**src/sv/swpe_pkg.sv**
```systemverilog
// ----------------------------------------------------------------------------
// swpe_pkg
// Shared widths, datapath command codes and status bundle for the
// swap-based arrangement enumerator.
// ----------------------------------------------------------------------------
package swpe_pkg;

  localparam int unsigned ArraySize = 4;
  localparam int unsigned ElemW     = 2;
  localparam int unsigned IdxW      = 2;
  localparam int unsigned DepthW    = 3;
  localparam int unsigned CountW    = 3;
  localparam int unsigned CfgIdxW   = 1;
  localparam int unsigned ArrW      = ElemW * ArraySize;

  localparam logic [CountW-1:0]  ResetCount      = 3'd4;
  localparam logic [CfgIdxW-1:0] CfgElementCount = 1'b0;
  localparam logic [CfgIdxW-1:0] CfgChooseCount  = 1'b1;

  typedef enum logic [2:0] {
    CMD_NONE,
    CMD_REWIND,
    CMD_START,
    CMD_DOWN,
    CMD_POP,
    CMD_RESWAP,
    CMD_CAPTURE,
    CMD_FINISH
  } cmd_e;

  typedef struct packed {
    logic              none;
    logic              in_progress;
    logic              depth_zero;
    logic              depth_lt_r;
    logic              idx_nonzero;
    logic              is_last;
    logic [DepthW-1:0] depth;
  } status_t;

endpackage

```
**src/sv/swpe_datapath.sv**
```systemverilog
// ----------------------------------------------------------------------------
// swpe_datapath
// Array word, per-level swap indexes, recursion depth, configuration
// registers and the captured result; one swap per cycle on command.
// ----------------------------------------------------------------------------
module swpe_datapath (
  input  logic                          clk_i,
  input  logic                          rst_ni,
  input  logic                          cfg_we_i,
  input  logic [swpe_pkg::CfgIdxW-1:0]  cfg_index_i,
  input  logic [swpe_pkg::CountW-1:0]   cfg_data_i,
  input  swpe_pkg::cmd_e                cmd_i,
  output swpe_pkg::status_t             status_o,
  output logic [swpe_pkg::ArrW-1:0]     res_arr_o,
  output logic                          res_valid_o,
  output logic                          res_last_o
);
  import swpe_pkg::*;

  // element j sits in bits 2j+1..2j
  localparam logic [ArrW-1:0] Identity = 8'b11_10_01_00;

  function automatic logic [ArrW-1:0] swap_elems(input logic [ArrW-1:0] word,
                                                 input logic [IdxW-1:0] a,
                                                 input logic [IdxW-1:0] b);
    logic [ArrW-1:0]  res;
    logic [ElemW-1:0] ea;
    logic [ElemW-1:0] eb;
    ea = word[ElemW*a +: ElemW];
    eb = word[ElemW*b +: ElemW];
    res = word;
    res[ElemW*b +: ElemW] = ea;
    res[ElemW*a +: ElemW] = eb;
    return res;
  endfunction

  logic [CountW-1:0] elem_cnt_q;
  logic [CountW-1:0] choose_q;
  logic [ArrW-1:0]   arr_q, arr_d;
  logic [IdxW-1:0]   idx_q [ArraySize];
  logic [IdxW-1:0]   idx_d [ArraySize];
  logic [DepthW-1:0] depth_q, depth_d;
  logic              prog_q, prog_d;
  logic [IdxW-1:0]   popped_q;
  logic [ArrW-1:0]   res_arr_q;
  logic              res_valid_q;
  logic              res_last_q;

  logic [CountW-1:0] n_sat;
  logic [IdxW-1:0]   cur;
  logic [IdxW-1:0]   below;
  logic [DepthW-1:0] top_down;
  logic [DepthW-1:0] top_pop;
  logic [IdxW-1:0]   reswap_idx;
  logic              none;
  logic              last;

  assign n_sat      = (elem_cnt_q > CountW'(ArraySize)) ? CountW'(ArraySize) : elem_cnt_q;
  assign cur        = depth_q[IdxW-1:0];
  assign below      = IdxW'(depth_q - DepthW'(1));
  // top position of the level being fixed, and of the level just popped
  assign top_down   = n_sat - CountW'(1) - depth_q;
  assign top_pop    = n_sat - depth_q;
  assign reswap_idx = popped_q - IdxW'(1);
  assign none       = choose_q > n_sat;

  always_comb begin
    last = 1'b1;
    for (int j = 0; j < ArraySize; j++) begin
      if ((CountW'(j) < choose_q) && (idx_q[j] != '0)) begin
        last = 1'b0;
      end
    end
  end

  always_comb begin
    arr_d   = arr_q;
    idx_d   = idx_q;
    depth_d = depth_q;
    prog_d  = prog_q;
    case (cmd_i)
      CMD_REWIND: begin
        arr_d   = Identity;
        depth_d = '0;
        prog_d  = 1'b0;
      end
      CMD_START: begin
        depth_d = '0;
        prog_d  = 1'b1;
      end
      CMD_DOWN: begin
        idx_d[cur] = top_down[IdxW-1:0];
        depth_d    = depth_q + DepthW'(1);
      end
      CMD_POP: begin
        arr_d   = swap_elems(arr_q, idx_q[below], top_pop[IdxW-1:0]);
        depth_d = depth_q - DepthW'(1);
      end
      CMD_RESWAP: begin
        idx_d[cur] = reswap_idx;
        arr_d      = swap_elems(arr_q, reswap_idx, top_down[IdxW-1:0]);
        depth_d    = depth_q + DepthW'(1);
      end
      CMD_FINISH: begin
        depth_d = '0;
        prog_d  = 1'b0;
      end
      default: ;
    endcase
    // a register write rewinds the enumeration
    if (cfg_we_i) begin
      arr_d   = Identity;
      depth_d = '0;
      prog_d  = 1'b0;
    end
  end

  always_ff @(posedge clk_i or negedge rst_ni) begin
    if (!rst_ni) begin
      elem_cnt_q <= ResetCount;
      choose_q   <= ResetCount;
      arr_q      <= Identity;
      depth_q    <= '0;
      prog_q     <= 1'b0;
    end else begin
      if (cfg_we_i) begin
        if (cfg_index_i == CfgElementCount) begin
          elem_cnt_q <= cfg_data_i;
        end else begin
          choose_q <= cfg_data_i;
        end
      end
      arr_q   <= arr_d;
      depth_q <= depth_d;
      prog_q  <= prog_d;
    end
  end

  always_ff @(posedge clk_i) begin
    idx_q <= idx_d;
    if (cmd_i == CMD_POP) begin
      popped_q <= idx_q[below];
    end
    if (cmd_i == CMD_CAPTURE) begin
      res_valid_q <= !none;
      res_arr_q   <= none ? '0 : arr_q;
      res_last_q  <= !none && last;
    end
  end

  assign status_o.none        = none;
  assign status_o.in_progress = prog_q;
  assign status_o.depth_zero  = (depth_q == '0);
  assign status_o.depth_lt_r  = (depth_q < choose_q);
  assign status_o.idx_nonzero = (popped_q != '0);
  assign status_o.is_last     = last;
  assign status_o.depth       = depth_q;

  assign res_arr_o   = res_arr_q;
  assign res_valid_o = res_valid_q;
  assign res_last_o  = res_last_q;

endmodule

```
**src/sv/swpe_ctrl.sv**
```systemverilog
// ----------------------------------------------------------------------------
// swpe_ctrl
// Sequencer that walks the recursion levels: unwinds to the next choice,
// fixes the remaining levels, captures the result and restores after the last.
// ----------------------------------------------------------------------------
module swpe_ctrl (
  input  logic              clk_i,
  input  logic              rst_ni,
  input  logic              in_valid_i,
  input  logic              restart_i,
  input  logic              out_free_i,
  input  swpe_pkg::status_t status_i,
  output swpe_pkg::cmd_e    cmd_o,
  output logic              load_out_o,
  output logic              in_stall_o
);
  import swpe_pkg::*;

  localparam logic [2:0] StIdle     = 3'd0;
  localparam logic [2:0] StDecide   = 3'd1;
  localparam logic [2:0] StAdvCheck = 3'd2;
  localparam logic [2:0] StDescend  = 3'd3;
  localparam logic [2:0] StUnwind   = 3'd4;
  localparam logic [2:0] StEmit     = 3'd5;

  logic [2:0] state_q, state_d;

  always_comb begin
    state_d    = state_q;
    cmd_o      = CMD_NONE;
    load_out_o = 1'b0;
    case (state_q)
      StIdle: begin
        if (in_valid_i) begin
          if (restart_i) begin
            cmd_o = CMD_REWIND;
          end
          state_d = StDecide;
        end
      end
      StDecide: begin
        if (status_i.none) begin
          cmd_o   = CMD_CAPTURE;
          state_d = StEmit;
        end else if (!status_i.in_progress) begin
          cmd_o   = CMD_START;
          state_d = StDescend;
        end else if (status_i.depth_zero) begin
          state_d = StDescend;
        end else begin
          cmd_o   = CMD_POP;
          state_d = StAdvCheck;
        end
      end
      // popped level still has a smaller index: take it and go down again
      StAdvCheck: begin
        if (status_i.idx_nonzero) begin
          cmd_o   = CMD_RESWAP;
          state_d = StDescend;
        end else if (status_i.depth_zero) begin
          state_d = StDescend;
        end else begin
          cmd_o = CMD_POP;
        end
      end
      StDescend: begin
        if (status_i.depth_lt_r) begin
          cmd_o = CMD_DOWN;
        end else begin
          cmd_o   = CMD_CAPTURE;
          state_d = status_i.is_last ? StUnwind : StEmit;
        end
      end
      // undo every level so the array is back in its start order
      StUnwind: begin
        if (!status_i.depth_zero) begin
          cmd_o = CMD_POP;
        end else begin
          cmd_o   = CMD_FINISH;
          state_d = StEmit;
        end
      end
      StEmit: begin
        if (out_free_i) begin
          load_out_o = 1'b1;
          state_d    = StIdle;
        end
      end
      default: state_d = StIdle;
    endcase
  end

  always_ff @(posedge clk_i or negedge rst_ni) begin
    if (!rst_ni) begin
      state_q <= StIdle;
    end else begin
      state_q <= state_d;
    end
  end

  assign in_stall_o = (state_q != StIdle);

endmodule

```
**src/sv/swap_permutation_enumerator_top.sv**
```systemverilog
// ----------------------------------------------------------------------------
// swap_permutation_enumerator_top
// Steps through the r-arrangements of the first n array positions by swaps.
// Input channel (in_valid_i / in_stall_o, restart_i): each transfer asks for
// one arrangement; restart_i = 1 rewinds to the identity array first.
// Output channel (out_valid_o / out_stall_i): one result per request with the
// packed array, valid_res_o (0 when choose count exceeds the element count
// capped at 4) and last_o on the final arrangement before the order wraps.
// The sequencer does one array swap or level step per cycle, so the time from
// the accepting edge to the result transfer grows with the number of levels
// that are unwound and fixed again, and with any stall on the output.
// One request is worked on at a time; a new one is taken as soon as the
// result sits in the output register, even while that register is stalled.
// A stalled result holds until transferred. Reset gives element count 4,
// choose count 4 and the identity array; a register write also rewinds.
// ----------------------------------------------------------------------------
module swap_permutation_enumerator_top (
  input  logic                          clk_i,
  input  logic                          rst_ni,
  input  logic                          cfg_we_i,
  input  logic [swpe_pkg::CfgIdxW-1:0]  cfg_index_i,
  input  logic [swpe_pkg::CountW-1:0]   cfg_data_i,
  input  logic                          in_valid_i,
  output logic                          in_stall_o,
  input  logic                          restart_i,
  output logic                          out_valid_o,
  input  logic                          out_stall_i,
  output logic [swpe_pkg::ArrW-1:0]     arrangement_o,
  output logic                          valid_res_o,
  output logic                          last_o
);
  import swpe_pkg::*;

  cmd_e            cmd;
  status_t         status;
  logic            load_out;
  logic            out_free;
  logic [ArrW-1:0] res_arr;
  logic            res_valid;
  logic            res_last;

  logic            out_valid_q;
  logic [ArrW-1:0] arrangement_q;
  logic            valid_res_q;
  logic            last_q;

  assign out_free = !out_valid_q || !out_stall_i;

  swpe_ctrl u_ctrl (
    .clk_i      (clk_i),
    .rst_ni     (rst_ni),
    .in_valid_i (in_valid_i),
    .restart_i  (restart_i),
    .out_free_i (out_free),
    .status_i   (status),
    .cmd_o      (cmd),
    .load_out_o (load_out),
    .in_stall_o (in_stall_o)
  );

  swpe_datapath u_datapath (
    .clk_i       (clk_i),
    .rst_ni      (rst_ni),
    .cfg_we_i    (cfg_we_i),
    .cfg_index_i (cfg_index_i),
    .cfg_data_i  (cfg_data_i),
    .cmd_i       (cmd),
    .status_o    (status),
    .res_arr_o   (res_arr),
    .res_valid_o (res_valid),
    .res_last_o  (res_last)
  );

  // output register
  always_ff @(posedge clk_i or negedge rst_ni) begin
    if (!rst_ni) begin
      out_valid_q <= 1'b0;
    end else if (load_out) begin
      out_valid_q <= 1'b1;
    end else if (!out_stall_i) begin
      out_valid_q <= 1'b0;
    end
  end

  always_ff @(posedge clk_i) begin
    if (load_out) begin
      arrangement_q <= res_arr;
      valid_res_q   <= res_valid;
      last_q        <= res_last;
    end
  end

  assign out_valid_o   = out_valid_q;
  assign arrangement_o = arrangement_q;
  assign valid_res_o   = valid_res_q;
  assign last_o        = last_q;

`ifndef ASSERT_OFF
  a_busy_after_accept: assert property (@(posedge clk_i) disable iff (!rst_ni)
    (in_valid_i && !in_stall_o) |=> in_stall_o)
    else $error("request taken while previous one still in work");

  a_empty_result_clean: assert property (@(posedge clk_i) disable iff (!rst_ni)
    (out_valid_o && !valid_res_o) |-> (!last_o && (arrangement_o == '0)))
    else $error("result without arrangement carries data");

  a_depth_range: assert property (@(posedge clk_i) disable iff (!rst_ni)
    status.depth <= DepthW'(ArraySize))
    else $error("recursion depth beyond array size");

  a_load_only_when_free: assert property (@(posedge clk_i) disable iff (!rst_ni)
    load_out |-> out_free)
    else $error("output register overwritten while stalled");
`endif

endmodule
```
**config.mk**
```make
export PLATFORM = sky130hd
export DESIGN_NAME = swap_permutation_enumerator_top
export DESIGN_NICKNAME = d
export VERILOG_FILES = /design/src/sv/swpe_pkg.sv /design/src/sv/swpe_datapath.sv /design/src/sv/swpe_ctrl.sv /design/src/sv/swap_permutation_enumerator_top.sv
export SDC_FILE = /design/constraint.sdc
export NUM_CORES = 1
export LEC_CHECK = 0
export ABC_AREA = 1
export BUFFER_PORTS_ARGS = -buffer_cell sky130_fd_sc_hd__buf_2
export CAP_MARGIN = 20
export CORE_ASPECT_RATIO = 1.25
export CORE_UTILIZATION = 40
export CTS_BUF_LIST = sky130_fd_sc_hd__clkbuf_8
export DETAILED_ROUTE_END_ITERATION = 8
export PLACE_DENSITY_LB_ADDON = 0.05
export SETUP_SLACK_MARGIN = 0.02
export SLEW_MARGIN = 10
export SYNTH_ARGS = -nofsm -noshare
export SYNTH_HDL_FRONTEND = slang
export SYNTH_SLANG_ARGS = --single-unit
```
**constraint.sdc**
```tcl
create_clock -name clk_i -period 2.8 [get_ports clk_i]
set_input_delay 0.42 -clock clk_i [delete_from_list [all_inputs] [get_ports clk_i]]
set_output_delay 0.42 -clock clk_i [all_outputs]
set_load 0.02 [all_outputs]
```
* Word-level counts from Yosys, hierarchy flattened
Index checks and enable logic that the tools add are counted.
Storage, ports and cells: register bits after elaboration 52, latch bits 0, memory bits (writable) 0, memory bits (read-only) 0, input bits 10, output and inout bits 12, logic and storage cells 146, memories kept 0
Cells by class: add/sub/neg operators 10, multipliers 0, divide/modulo/power cells 0, magnitude comparators 10, eq/ne operators 18, shifts and indexed selects 12, multiplexer cells 47, bitwise gates (word level) 3, reduce and logical (&&, ||, !) cells 28
Operator list (number):
- 3-bit negator with 34-bit output | 4
- 2-bit by 34-bit variable shift with 8-bit output (first input constant) | 4
- 2-bit by 34-bit variable part select with 8-bit output | 4
- 8-bit bitwise mux | 6
- 3-bit 2-to-1 mux | 16
- 8-bit by 4-bit variable part select with 2-bit output | 4
- 8-bit one-hot mux with 3 select lines | 1
- 3-bit equality test (second input constant) | 6
- 3-bit one-hot mux with 6 select lines | 1
- 8-bit one-hot mux with 2 select lines | 1
- 3-bit one-hot mux with 5 select lines | 1
- 3-bit by 2-bit equality test with 1-bit output (second input constant) | 4
- 1-bit 2-to-1 mux | 12
- 2-bit nonzero test | 6
- 3-bit one-hot mux with 3 select lines | 1
- 2-bit 2-to-1 mux | 4
- 8-bit 2-to-1 mux | 1
- 4-bit nonzero test | 2
- 3-bit by 1-bit equality test with 1-bit output (second input constant) | 2
- 3-bit greater-or-equal comparator (second input constant) | 2
- 1-bit logical AND | 6
- 3-bit logical NOT | 2
- 1-bit by 3-bit < comparator with 1-bit output (first input constant) | 2
- 2-bit by 3-bit < comparator with 1-bit output (first input constant) | 2
- 23 further kinds | 34

* Longest topological paths before layout
word-level depth 11, gate-level depth with buffers 17, gate-level depth less buffers 17

* Modules after synthesis
From an unflattened synthesis, not the netlist that was laid out.
Second synthesis, totals: cell total of the unflattened synthesis 520, area, all modules 3833.7 µm²
By module, submodules not included:
- swpe_datapath | instances 1, cells each 439, area each 3083.0 µm², sequential area each 1058.5 µm²
- swpe_ctrl | instances 1, cells each 67, area each 409.1 µm², sequential area each 75.1 µm²
- swap_permutation_enumerator_top | instances 1, cells each 14, area each 341.6 µm², sequential area each 325.3 µm²

* Least setup slack after synthesis
Ideal clock, no wire load.
path type register -> register, start point reg u_datapath.elem_cnt_q[2], end point reg u_datapath.arr_q[0], library setup time 0.118 ns, data arrival time 2.193 ns, data required time 2.682 ns, slack 0.489 ns, stages on the path, launching flop included 15, path buffers 0, clock period less this slack 2.311 ns, cell sequence dfstp_2 -> inv_2 -> nand2_1 -> inv_1 -> ha_1 -> clkinv_1 -> ha_1 -> nand4_1 -> nor3_1 -> o21ai_0 -> nand2_1 -> nand2_1 -> nand2_1 -> nand2_1 -> nand2_1
On the way: word-level cells in the longest chain between the ends 10, elaborated cells on any way between the ends 28, classes of those cells 5 x add/sub; 2 x order compare; 3 x eq/ne; 8 x shift; 9 x mux; 1 x reduce/logical
Ends and longest elaborated chain:
- start, declared | line swpe_datapath.sv:37 | logic [CountW-1:0] elem_cnt_q;
- start signal, assigned | line swpe_datapath.sv:120 | elem_cnt_q <= ResetCount;
- start signal, assigned | line swpe_datapath.sv:128 | elem_cnt_q <= cfg_data_i;
- 3-bit greater-than comparator | line swpe_datapath.sv:58 | assign n_sat = (elem_cnt_q > CountW'(ArraySize)) ? CountW'(ArraySize) : elem_cnt_q;
- 3-bit 2-to-1 mux (*) | line swpe_datapath.sv:58
- 2-bit by 1-bit subtractor with 2-bit output | line swpe_datapath.sv:62 | assign top_down = n_sat - CountW'(1) - depth_q;
- 2-bit subtractor | line swpe_datapath.sv:62
- 3-bit negator with 34-bit output | line swpe_datapath.sv:32 | res[ElemW*b +: ElemW] = ea;
- 2-bit by 34-bit variable part select with 8-bit output or 2-bit by 34-bit variable shift with 8-bit output (tied branches) | line swpe_datapath.sv:32
- 8-bit bitwise mux | line swpe_datapath.sv:32
- 8-bit bitwise mux | line swpe_datapath.sv:33 | res[ElemW*a +: ElemW] = eb;
- 8-bit one-hot mux with 3 select lines | line swpe_datapath.sv:81 | case (cmd_i)
- 8-bit 2-to-1 mux | line swpe_datapath.sv:111 | if (cfg_we_i) begin
- end signal, assigned | line swpe_datapath.sv:122 | arr_q <= Identity;
- end signal, assigned | line swpe_datapath.sv:133 | arr_q <= arr_d;
- end, declared | line swpe_datapath.sv:39 | logic [ArrW-1:0] arr_q, arr_d;
Every way passes the cells marked *; elsewhere a longest branch is shown, timed or not. A chain may end at the register's enable or synchronous reset.

* Final worst setup path
start point reg u_datapath.depth_q[0], end point reg u_datapath.arr_q[1]
On the way: word-level cells in the longest chain between the ends 11, elaborated cells on any way between the ends 39, classes of those cells 6 x add/sub; 1 x order compare; 3 x eq/ne; 10 x shift; 16 x mux; 1 x bitwise; 2 x reduce/logical
Ends and longest elaborated chain:
- start, declared | line swpe_datapath.sv:42 | logic [DepthW-1:0] depth_q, depth_d;
- start signal, assigned | line swpe_datapath.sv:134 | depth_q <= depth_d;
- 3-bit by 1-bit subtractor with 3-bit output
- 2-bit NOT with 3-bit output (implied by the code) | line swpe_datapath.sv:96 | arr_d = swap_elems(arr_q, idx_q[below], top_pop[IdxW-1:0]);
- 2-bit binary-select mux with 2-bit select | line swpe_datapath.sv:96
- 2-bit 2-to-1 mux (implied by the code) (2 in a row) | line swpe_datapath.sv:96
- 8-bit by 4-bit variable part select with 2-bit output | line swpe_datapath.sv:29 | ea = word[ElemW*a +: ElemW];
- 2-bit by 34-bit variable part select with 8-bit output | line swpe_datapath.sv:32
- 8-bit bitwise mux | line swpe_datapath.sv:32
- 8-bit bitwise mux | line swpe_datapath.sv:33
- 8-bit one-hot mux with 3 select lines | line swpe_datapath.sv:81
- 8-bit 2-to-1 mux | line swpe_datapath.sv:111
Parallel ways exist; a longest one is shown, timed or not. The select of a mux whose other input is x is not followed.

==> summary by stage <==
Status
The run finished with clean final reports.

Worst setup path
The setup path with the least slack is of type reg2reg. STA classifies the critical path startpoint as a flip-flop. In this run the worst path has a maximum fanout of 11. The worst setup path is captured at a flip-flop. The worst flop-to-flop path endpoint is u_datapath.arr_q[1]$_DFFE_PN0P_.

For flop-to-flop paths, the worst setup slack is 0.23 ns. The worst register-to-register path begins at u_datapath.depth_q[0]$_DFFE_PN0P_. The data arrival time of the critical path is around 2.8 ns.

STA puts the critical path data required time at between 3 and 4 ns. The cell depth of the worst flop-to-flop path is 12.

Clock tree
The H-tree depth is 2. The TritonCTS clock tree is done. For the worst-skew pair, the clock arrives at the later sink with an insertion delay of 0.32 ns.

Clock tree synthesis selected as its root buffer the cell clkbuf_8. The post-CTS setup buffer count is 0. Buffers inserted to repair hold after CTS numbered 0.

The count of clock tree sinks is 52. No sink is reached through more buffers than the 2 on the longest clock path. The post-CTS clock slew at the launch and capture registers of the worst setup and hold paths is 0.11 ns. In this run, CTS created clock tree buffers numbering 5.

Timing
The minimum clock period is about 2.6 ns. The measured slew at the worst slew-check pin is 0.6070 ns. The number of hold-slack violations in the final timing report is 0.

In this run the tightest slew margin relative to its limit is 0.5953. Of the available clock period, the critical path in the final layout requires 0.9172. The highest attainable clock frequency is 389.4 MHz. Adding up every negative setup slack in the final design gives 0 ns.

Setup violations remaining at the end of the flow were counted as 0. Setup repair after global routing left no endpoint under its margin. The final max-slew violation count is 0. The final setup skew is around 0.012 ns.

Floorplanning
The boundary pin count is 22. The die is 89.31 um wide. The effective utilization at floorplan is 0.4154. The floorplan step defined a core boundary enclosing 9174 sq um. Row generation in the floorplan step produced 39 rows. The full die area is 9924 sq um.

The floorplan step set the die height to 111.1 um.

Final layout
The share of the core filled with cells is 0.4624. The synthesis-to-finish area growth is 11.29%. The repair_antennas step left the layout with diodes totalling 0.

The most common library cell in the layout ignoring fill and taps is nand2_1. The library cells used most frequently in the layout, excluding fill and tap cells, are nand2_1 (130), inv_1 (67), nand3_1 (47), nor2_1 (47), a21oi_1 (39). In the final design database the tool counted ~600 nets.

Of the cells placed in the final design, the portion with a size suffix greater than 1 is 0.1371.

Drt
The DRC violations left is 0. The pre-antenna-repair detailed-routing pass consisted of 5 iterations. The ratio of routed vias to standard cells is 5.215. The detailed router placed between 3k and 4k vias in this run. Wires add up to 10,080 um. Dividing the detail-routed wire length by the instance count gives 15.05 um. In this run the remaining antenna-violating nets after routing total 0.

The initial DRC count is about 190.

Logic synthesis
The cell count after synthesis came out at 512. By area the synthesized netlist is led by edfxtp_1 (24%), nand2_1 (13%), dfrtp_1 (11%). The share of the synthesized area in the top cell type is 0.2364. Counting distinct cell types in the post-synthesis netlist gives 29. The synthesis warning total is 0. In this run, synthesis produced a sequential element count of 52. The synthesized area is 3811 sq um.

Of the synthesized area, sequential elements account for 0.3828. The average size of a mapped cell is 7.444 sq um. The total nets after synthesis is 554. The largest area contributor in the netlist is edfxtp_1.

Power and ir drop
The power per unit of standard cell area is 1186 nW/um^2. The static power due to leakage is 2.051 nW. IR analysis of the VDD net gives a maximum drop of 0.5199 mV.

Flow run
Across the run, the number of max-cap violations was 0.

Placed design
The HPWL after detailed placement is about 8000 um. The count of input and output buffers is 21. Routability-driven placement finished with a final weighted congestion of 0.8959.

Worst hold path
The path class of the tightest hold or removal check is in2async.

Global routing
The pin count of the biggest net entering global routing is 29. The overall routing resource usage is 0.2265. The number of antenna violations at the first check in global routing is 0. Global routing finished with a remaining overflow of 0. The first global-routing pass estimated 17,150 um of wire. The via count of the first global-routing pass is 3,382.
[power by group]
part           switching (W)  internal (W)
Combinational        0.00219       0.00103
Clock               0.000278      0.000183
Sequential          0.000212       0.00114
[how the worst max path moves through the flow]
stage / start / endpoint / slack [ns] / cells past startpoint
after floorplan: u_datapath.elem_cnt_q[2]$_DFFE_PN1P_ / u_datapath.arr_q[0]$_DFFE_PN0P_ / 0.49 / 14
after global placement: u_datapath.depth_q[0]$_DFFE_PN0P_ / u_datapath.arr_q[1]$_DFFE_PN0P_ / 0.13 / 13
after detailed placement: u_datapath.depth_q[0]$_DFFE_PN0P_ / u_datapath.arr_q[1]$_DFFE_PN0P_ / 0.07 / 13
after CTS: u_datapath.depth_q[0]$_DFFE_PN0P_ / u_datapath.arr_q[1]$_DFFE_PN0P_ / 0.05 / 13
after global routing: u_datapath.depth_q[0]$_DFFE_PN0P_ / u_datapath.arr_q[1]$_DFFE_PN0P_ / 0.07 / 13
final: u_datapath.depth_q[0]$_DFFE_PN0P_ / u_datapath.arr_q[1]$_DFFE_PN0P_ / 0.23 / 12
[synthesized netlist by cell type, drive strengths merged]
cell and n:
clkinv 3, or2 1, inv 75, dfstp 6, a31oi 1, a21o 1, edfxtp 30, nor3 4
o22ai 5, a21oi 39, nor2 55, dfrtp 16, ha 32, clkbuf 2, nand3 52, nand4 20
o21ai 29, nand2 138, a211oi 1, o211ai 2
[critical path, cell delays in order (launching register included)]
cell and delay [ns]:
dfrtp_2 0.49, inv_2 0.19, ha_1 0.31, nand3_1 0.25, nand2_4 0.15, ha_1 0.40, nor3_1 0.29, nand2_1 0.09
nand2_1 0.07, nand3_1 0.09, nand2_1 0.09, nand2_1 0.05, nand2_1 0.06
[what timing repair did]
action / CTS / global route
endpoints found under the hold margin: 0 / 0
setup endpoints to repair: 0 / 7
resized for setup: 0 / 4
[metal layers]
layer / vias to the layer above / global-route usage / part of all wire
li1: 1769 / - / -
met1: 1590 / 0.2884 / 0.44
met2: 114 / 0.3822 / 0.50
met3: 21 / 0.03797 / 0.039
met4: 0 / 0.07407 / 0.024
met5: - / 0 / 0
[state kept, by name, summed over array words and instances, names as in the netlist, 2 cells and up]
register / cells
u_ctrl.state_q: 3
arrangement_o: 8
u_datapath.popped_q: 2
u_datapath.elem_cnt_q: 3
u_datapath.depth_q: 3
u_datapath.arr_q: 8
u_datapath.choose_q: 3
u_datapath.res_arr_o: 8
u_datapath.idx_q: 8
[stage by stage]
stage          cell area (sq um)  worst slack [ns]  std cells  hold slack, ns  total power [W]
2_1_floorplan               3811            0.4891        512          0.1244         0.003642
3_3_place_gp                4135            0.1320        662          0.4019         0.004547
3_5_place_dp                4135           0.06576        662          0.4072         0.004551
4_1_cts                     4229           0.05459        670          0.1081         0.005028
5_1_grt                     4242           0.06984        670          0.1207         0.005567
6_report                    4242            0.2319        670         0.09568         0.005031
[final cells by class]
cell class	count	area, sq um
fillers	974	4932
multi-input cells	380	2062
flip-flops and latches	52	1461
inverters	78	292.8
repair buffers	29	177.7
well taps	123	153.9
clock buffers	5	68.82
clock inverters	3	25.02
[kinds of logic after synthesis]
kind of cell,synth area share
AND/OR/NAND/NOR,0.3253
buffers and inverters,0.07879
AO/OA/AOI/OAI,0.1080
flip-flops,0.3828
adder cells (fa/ha/maj),0.1051
(Power assumes the default switching activity.)
